### src/hw/rtl/ckd_pkg.sv
package ckd_pkg;

  // Payload chunk length in bytes and the width of a counter that can hold it.
  localparam int unsigned CHUNK_BYTES = 32;
  localparam int unsigned CHUNK_W     = $clog2(CHUNK_BYTES + 1);

  localparam logic [31:0] SIZE_XOR   = 32'hC92E568B;
  localparam logic [31:0] KEY_ADD    = 32'hA3B376C9;
  localparam logic [31:0] SEED_RESET = 32'hB29D5A0C;

  // Two separator bytes follow every chunk.
  localparam logic [1:0] SEP_BYTES = 2'd2;

  // The header ends on its eighth byte.
  localparam logic [2:0] HDR_LAST = 3'd7;

  typedef enum logic [1:0] {
    PH_HEADER  = 2'd0,
    PH_PAYLOAD = 2'd1,
    PH_SEP     = 2'd2
  } phase_t;

  // Result of one accepted word, handed from the core to the output register.
  typedef struct packed {
    logic       valid;
    logic [7:0] data;
    logic       last;
  } result_t;

  function automatic logic [31:0] next_key(input logic [31:0] k);
    logic [31:0] t;
    t = {k[30:0], 1'b0} + {31'd0, k[15]} + KEY_ADD;
    return ~t;
  endfunction

endpackage

### src/hw/rtl/ckd_core.sv
module ckd_core
  import ckd_pkg::*;
(
  input  logic          clk,
  input  logic          rst,
  input  logic          accept,
  input  logic [7:0]    in_byte,
  input  logic          cfg_we,
  input  logic [31:0]   cfg_wdata,
  output result_t       result
);

  phase_t               phase, phase_next;
  logic [2:0]           header_count, header_count_next;
  logic [31:0]          size_shift, size_shift_next;
  logic [31:0]          bytes_remaining, bytes_remaining_next;
  logic [CHUNK_W-1:0]   chunk_left, chunk_left_next;
  logic [1:0]           skip_left, skip_left_next;
  logic [31:0]          key_reg, key_reg_next;
  logic [31:0]          key_seed;

  logic [31:0]          rem_dec;
  logic [CHUNK_W-1:0]   chunk_dec;
  logic [1:0]           skip_dec;
  logic [31:0]          size_val;
  logic [CHUNK_W-1:0]   first_len;

  assign rem_dec   = bytes_remaining - 32'd1;
  assign chunk_dec = chunk_left - CHUNK_W'(1);
  assign skip_dec  = (skip_left != 2'd0) ? skip_left - 2'd1 : 2'd0;
  assign size_val  = (~size_shift_next) ^ SIZE_XOR;

  always_comb begin
    if ((size_val % CHUNK_BYTES) == 32'd0) begin
      first_len = CHUNK_W'(CHUNK_BYTES);
    end else begin
      first_len = CHUNK_W'(size_val % CHUNK_BYTES);
    end
  end

  // Next state for one accepted byte.
  always_comb begin
    phase_next           = phase;
    header_count_next    = header_count;
    size_shift_next      = size_shift;
    bytes_remaining_next = bytes_remaining;
    chunk_left_next      = chunk_left;
    skip_left_next       = skip_left;
    key_reg_next         = key_reg;
    case (phase)
      PH_PAYLOAD: begin
        key_reg_next         = next_key(key_reg);
        bytes_remaining_next = rem_dec;
        chunk_left_next      = chunk_dec;
        if (chunk_dec == '0 || rem_dec == 32'd0) begin
          chunk_left_next = '0;
          skip_left_next  = SEP_BYTES;
          phase_next      = PH_SEP;
        end
      end
      PH_SEP: begin
        skip_left_next = skip_dec;
        if (skip_dec == 2'd0) begin
          if (bytes_remaining == 32'd0) begin
            phase_next        = PH_HEADER;
            header_count_next = '0;
          end else begin
            chunk_left_next = CHUNK_W'(CHUNK_BYTES);
            phase_next      = PH_PAYLOAD;
          end
        end
      end
      default: begin
        phase_next = PH_HEADER;
        case (header_count)
          3'd0:    size_shift_next = {24'd0, in_byte};
          3'd1:    size_shift_next[15:8]  = in_byte;
          3'd2:    size_shift_next[23:16] = in_byte;
          3'd3:    size_shift_next[31:24] = in_byte;
          default: size_shift_next = size_shift;
        endcase
        if (header_count == HDR_LAST) begin
          header_count_next = '0;
          if (size_val != 32'd0) begin
            bytes_remaining_next = size_val;
            chunk_left_next      = first_len;
            key_reg_next         = key_seed;
            phase_next           = PH_PAYLOAD;
          end
        end else begin
          header_count_next = header_count + 3'd1;
        end
      end
    endcase
  end

  // Payload bytes yield a result; header and separator bytes yield none.
  always_comb begin
    result.valid = accept && (phase == PH_PAYLOAD);
    result.data  = in_byte ^ key_reg[7:0];
    result.last  = (rem_dec == 32'd0);
  end

  always_ff @(posedge clk) begin
    if (rst) begin
      phase           <= PH_HEADER;
      header_count    <= '0;
      size_shift      <= '0;
      bytes_remaining <= '0;
      chunk_left      <= '0;
      skip_left       <= '0;
      key_reg         <= SEED_RESET;
    end else if (accept) begin
      phase           <= phase_next;
      header_count    <= header_count_next;
      size_shift      <= size_shift_next;
      bytes_remaining <= bytes_remaining_next;
      chunk_left      <= chunk_left_next;
      skip_left       <= skip_left_next;
      key_reg         <= key_reg_next;
    end
  end

  always_ff @(posedge clk) begin
    if (rst) begin
      key_seed <= SEED_RESET;
    end else if (cfg_we) begin
      key_seed <= cfg_wdata;
    end
  end

endmodule

### src/hw/rtl/ckd_out_reg.sv
module ckd_out_reg
  import ckd_pkg::*;
(
  input  logic       clk,
  input  logic       rst,
  input  result_t    result,
  output logic       can_load,
  output logic       out_valid,
  input  logic       out_ready,
  output logic [7:0] out_byte,
  output logic       last
);

  // The register can take a new word when it is empty or is being emptied.
  assign can_load = !out_valid || out_ready;

  always_ff @(posedge clk) begin
    if (rst) begin
      out_valid <= 1'b0;
    end else if (can_load) begin
      out_valid <= result.valid;
    end
  end

  always_ff @(posedge clk) begin
    if (can_load && result.valid) begin
      out_byte <= result.data;
      last     <= result.last;
    end
  end

endmodule

### src/hw/rtl/chunked_keystream_byte_decryptor.sv
// Chunked keystream byte decryptor.
// The input channel (in_valid, in_ready, in_byte) takes the raw file one byte
// word at a time: an eight-byte header, then the payload in chunks, each chunk
// followed by two separator bytes. The output channel (out_valid, out_ready,
// out_byte, last) carries one decrypted word per payload byte, with last set
// on the final payload byte of the file. Header and separator bytes produce
// no output word.
// A payload byte is decrypted combinationally and registered in the output
// register when accepted. Throughput is one word per cycle without stalls,
// set by the single output register; the key update is shift, add, invert.
// The key seed is written through cfg_we and cfg_wdata and takes effect at
// the next header. Reset clears the parser to the header phase, empties the
// output register and restores the default seed.
// When the receiver stalls with a word held in the output register, in_ready
// drops, so no further bytes are taken until that word leaves.
module chunked_keystream_byte_decryptor
  import ckd_pkg::*;
(
  input  logic        clk,
  input  logic        rst,
  input  logic        in_valid,
  output logic        in_ready,
  input  logic [7:0]  in_byte,
  output logic        out_valid,
  input  logic        out_ready,
  output logic [7:0]  out_byte,
  output logic        last,
  input  logic        cfg_we,
  input  logic [31:0] cfg_wdata
);

  result_t result;
  logic    can_load;
  logic    accept;

  // Every byte is taken in step with the output register, so a header or
  // separator byte also waits while a stalled word sits there.
  assign in_ready = can_load;
  assign accept   = in_valid && in_ready;

  ckd_core u_core (
    .clk       (clk),
    .rst       (rst),
    .accept    (accept),
    .in_byte   (in_byte),
    .cfg_we    (cfg_we),
    .cfg_wdata (cfg_wdata),
    .result    (result)
  );

  ckd_out_reg u_out (
    .clk       (clk),
    .rst       (rst),
    .result    (result),
    .can_load  (can_load),
    .out_valid (out_valid),
    .out_ready (out_ready),
    .out_byte  (out_byte),
    .last      (last)
  );

endmodule

### config.mk
export PLATFORM = sky130hd
export DESIGN_NAME = chunked_keystream_byte_decryptor
export DESIGN_NICKNAME = d
export VERILOG_FILES = /design/src/hw/rtl/ckd_pkg.sv /design/src/hw/rtl/ckd_core.sv /design/src/hw/rtl/ckd_out_reg.sv /design/src/hw/rtl/chunked_keystream_byte_decryptor.sv
export SDC_FILE = /design/constraint.sdc
export NUM_CORES = 1
export LEC_CHECK = 0
export ABC_AREA = 1
export BUFFER_PORTS_ARGS = -buffer_cell sky130_fd_sc_hd__buf_4
export CELL_PAD_IN_SITES_DETAIL_PLACEMENT = 0
export CELL_PAD_IN_SITES_GLOBAL_PLACEMENT = 2
export CORE_MARGIN = 2
export CORE_UTILIZATION = 33
export DETAILED_ROUTE_END_ITERATION = 8
export MAX_ROUTING_LAYER = met4
export PLACE_DENSITY_LB_ADDON = 0.05
export RECOVER_POWER = 50
export SKIP_LAST_GASP = 1
export SYNTH_ARGS = -nofsm -noshare
export SYNTH_HDL_FRONTEND = slang
export SYNTH_SLANG_ARGS = --single-unit
### constraint.sdc
create_clock -name clk -period 2.87 [get_ports clk]
set_input_delay 0.4305 -clock clk [delete_from_list [all_inputs] [get_ports clk]]
set_output_delay 0.4305 -clock clk [all_outputs]
set_load 0.1 [all_outputs]
==> results.ini <==
[clock_tree]
root_buffer=clkbuf_16
cts_tree=yes
hold_buffers=0
clockBufferDepth=2
clk_pin_slew_ns=0.06
numCtsBuffers=17
worst_skew_pair.late_latency_ns=0.42
post_cts_buffers=0
cts_max_level=4
clkSinkCount=119

[global_route]
grt_start_max_net_pins=78
antenna_found_initial=0
grt_pass1_wl_um=36700
track_usage_pct=21.9
grt_overflow=0
first_global_vias=6789

[die]
die_x_um=151
core_area_um2=21100
ioPinCount=56
die-area_um2=22800
row_count=53
start_util_pct=33.7
die_h_um=151

[power]
switching_share_pct=34.8
vdd_drop_max_uv=415
p_clk_share_pct=39.1
power_density_nw_per_um2=583
net-switching-power_mw=1.79
p_int_mw=3.35
leakagePower_nw=4.18
finalPower_mw=5.14
p_comb_share_pct=25.8
power_frac_seq_pct=35.1

[timing]
max_freq_ghz=0.376
min_period_over_period_pct=92.7
skew_ns=0.00906
timing.slew.headroom_pct=20.2
period_minus_slack_ns=2.66
finalSetupViolations=0
rsz0062_at_grt=false
maxSlewViolCount=0
tightest_slew_ns=1.20
hold_viol=0

[critical_path]
cp-start-kind=flop
critPathArrivalTime_ns=2.95
cp_max_fo=18
startpoint=u_core.header_count[0]
r2r_end=u_core.key_reg[14]
worstSetupEndpoint=u_core.key_reg[14]
worstPathRequired_ns=3.16
r2r_slack_ns=0.21
worstSetupPathType=flop to flop
reg2reg_depth=14
endpoint_kind=flop
r2r_start=u_core.header_count[0]

[finish]
drive_gt1_share_pct=14.1
antenna_cells=0
nets=1268
design_area_um2=8810
final_cells=1498
top_regs=u_core.bytes_remaining x32, u_core.size_shift x32
area_growth_pct=23.8

[placed_design]
placedInstanceArea_um2=8070
dp_hpwl_um=17300
routabilityCongestion=0.799
placedCellCount=1463
io_buffers=39

[routing]
drt_pass1_iterations=5
drc=0
wirelength_um=23700
vias=7136
first_iter_violations=362
routedWlPerCell_um=15.8
viasPerCell=4.76
drtAntennaViolNets=0

[logic_synthesis]
synth_seq_cells=119
yosysUniqueCellTypes=38
yosys_warnings=0
yosysSeqAreaShare_pct=34.7
syn_nets=1190
async_flop_share_pct=0
avgSynthCellArea_um2=6.29
synth_top_cell_by_area=dfxtp_1
synth_top_area_share_pct=30.9
synth_flop_cell=dfxtp_1
synth_edf_count=9
synthCells=1132
synth_area_um2=7120
synth_area_leaders=dfxtp_1 (31%), nand2_1 (15%), o21ai_0 (9.4%)

[min_path]
hold_class=input port to flop

[outcome]
status=finished, final reports clean

[run]
cap_violations=0

-- cell usage in the layout, fill, tap and decap left out, types with 4 or more instances in the layout --
cell and n:
clkinvlp_4 4, a31oi_1 4, a211oi_2 7, nor2_4 4
nor3_1 6, clkinv_4 4, nand3b_1 4, a21oi_1 93
inv_2 7, dfxtp_1 110, inv_6 6, nand4_1 9
buf_4 82, clkbuf_1 11, nor2_1 142, inv_1 150
o21ai_1 5, buf_12 4, nand3_1 50, o22ai_2 6
o21ai_0 131, nand2_1 284, o22ai_1 4, edfxtp_1 9
clkbuf_16 19, xor2_1 16, ha_1 10
-- per-stage QoR --
| step | setup TNS (ns) | setup WS (ns) | util [%] | hold WS [ns] |
|---|---|---|---|---|
| floorplan | 0 | 0.156 | - | 0.424 |
| global placement | 0 | 0.0328 | 38.3 | 0.439 |
| detailed placement | -0.000136 | -0.000136 | 38.3 | 0.443 |
| CTS | 0 | 0.0110 | 40.9 | 0.193 |
| global route | 0 | 0.00135 | 41.8 | 0.215 |
| finish | 0 | 0.209 | 41.8 | 0.211 |
-- logic make-up (layout without fill, tap and decap cells) --
logic type	Yosys count	after routing	share of synthesized area (%)
buf+inv	203	293	11.4
simple gates	512	513	29.0
flops	119	119	34.7
compound gates	265	265	20.1
mux	2	2	0.281
xor+xnor	18	18	2.22
fa+ha+maj	13	13	2.29
-- power groups by stage --
stage	Combinational, mW	Sequential (mW)	Clock, mW
2_1_floorplan	0.814	1.84	0
3_3_place_gp	1.28	1.84	0
3_5_place_dp	1.28	1.84	0
4_1_cts	1.28	1.80	2.06
5_1_grt	1.51	1.81	2.13
6_report	1.33	1.80	2.01
-- layout make-up --
class / instances / area (um2)
inverters: 157 / 589
repair buffers: 104 / 831
clock buffers: 17 / 425
well taps: 275 / 344
flip-flops and latches: 119 / 2470
multi-input cells: 811 / 4030
fillers: 2309 / 12300
clock inverters: 15 / 123
-- worst max-delay path, stage by stage, from the launching register on --
cell	delay, ns
dfxtp_1	0.39
inv_1	0.12
ha_1	0.25
nand2_1	0.23
inv_1	0.13
a22oi_1	0.25
nand2_1	0.07
nor2_1	0.11
nand2_1	0.11
nor2_4	0.16
nand3_4	0.13
nand3_4	0.20
buf_12	0.17
a21oi_1	0.05
nand3b_1	0.15
-- metal layers --
metal  part of all wire [%]  up-vias  global-route usage, %
met2                     43      100                   32.5
met1                     52     3213                   31.2
met4                    1.7        0                   6.36
met5                      0        -                      -
met3                    2.6       27                   2.74
li1                       -     3796                      -
-- synthesized netlist by cell type, types with 3 or more instances --
cell,count
nand4_1,9
a211oi_2,7
buf_2,9
nand2_1,287
o21ai_1,3
dfxtp_1,110
nor2_1,146
edfxtp_1,9
buf_1,4
nor2_2,3
clkbuf_1,27
nand3_1,52
xor2_1,16
a21oi_1,94
buf_6,4
nor3_1,6
a22oi_1,5
inv_1,151
a31oi_1,4
o21ai_2,3
nand3b_1,4
o22ai_1,10
inv_2,5
o21ai_0,134
ha_1,13
-- worst min path at each step --
stage,from,end,slack (ns),cells past startpoint
floorplan,u_core.key_seed[3],u_core.key_seed[3],0.42,2
global route,cfg_wdata[3],u_core.key_seed[3],0.21,3
global placement,u_core.key_seed[3],u_core.key_seed[3],0.44,2
detailed placement,u_core.key_seed[3],u_core.key_seed[3],0.44,2
CTS,cfg_wdata[3],u_core.key_seed[3],0.19,3
finish,cfg_wdata[3],u_core.key_seed[3],0.21,3
-- repair_timing --
action | 4_1_cts | 5_1_grt
setup endpoints to repair | 12 | 58
resized for setup | 1 | 40
pin swaps | 0 | 2
gates cloned | 0 | 3
Note: power is estimated with default switching activity, not from simulation.
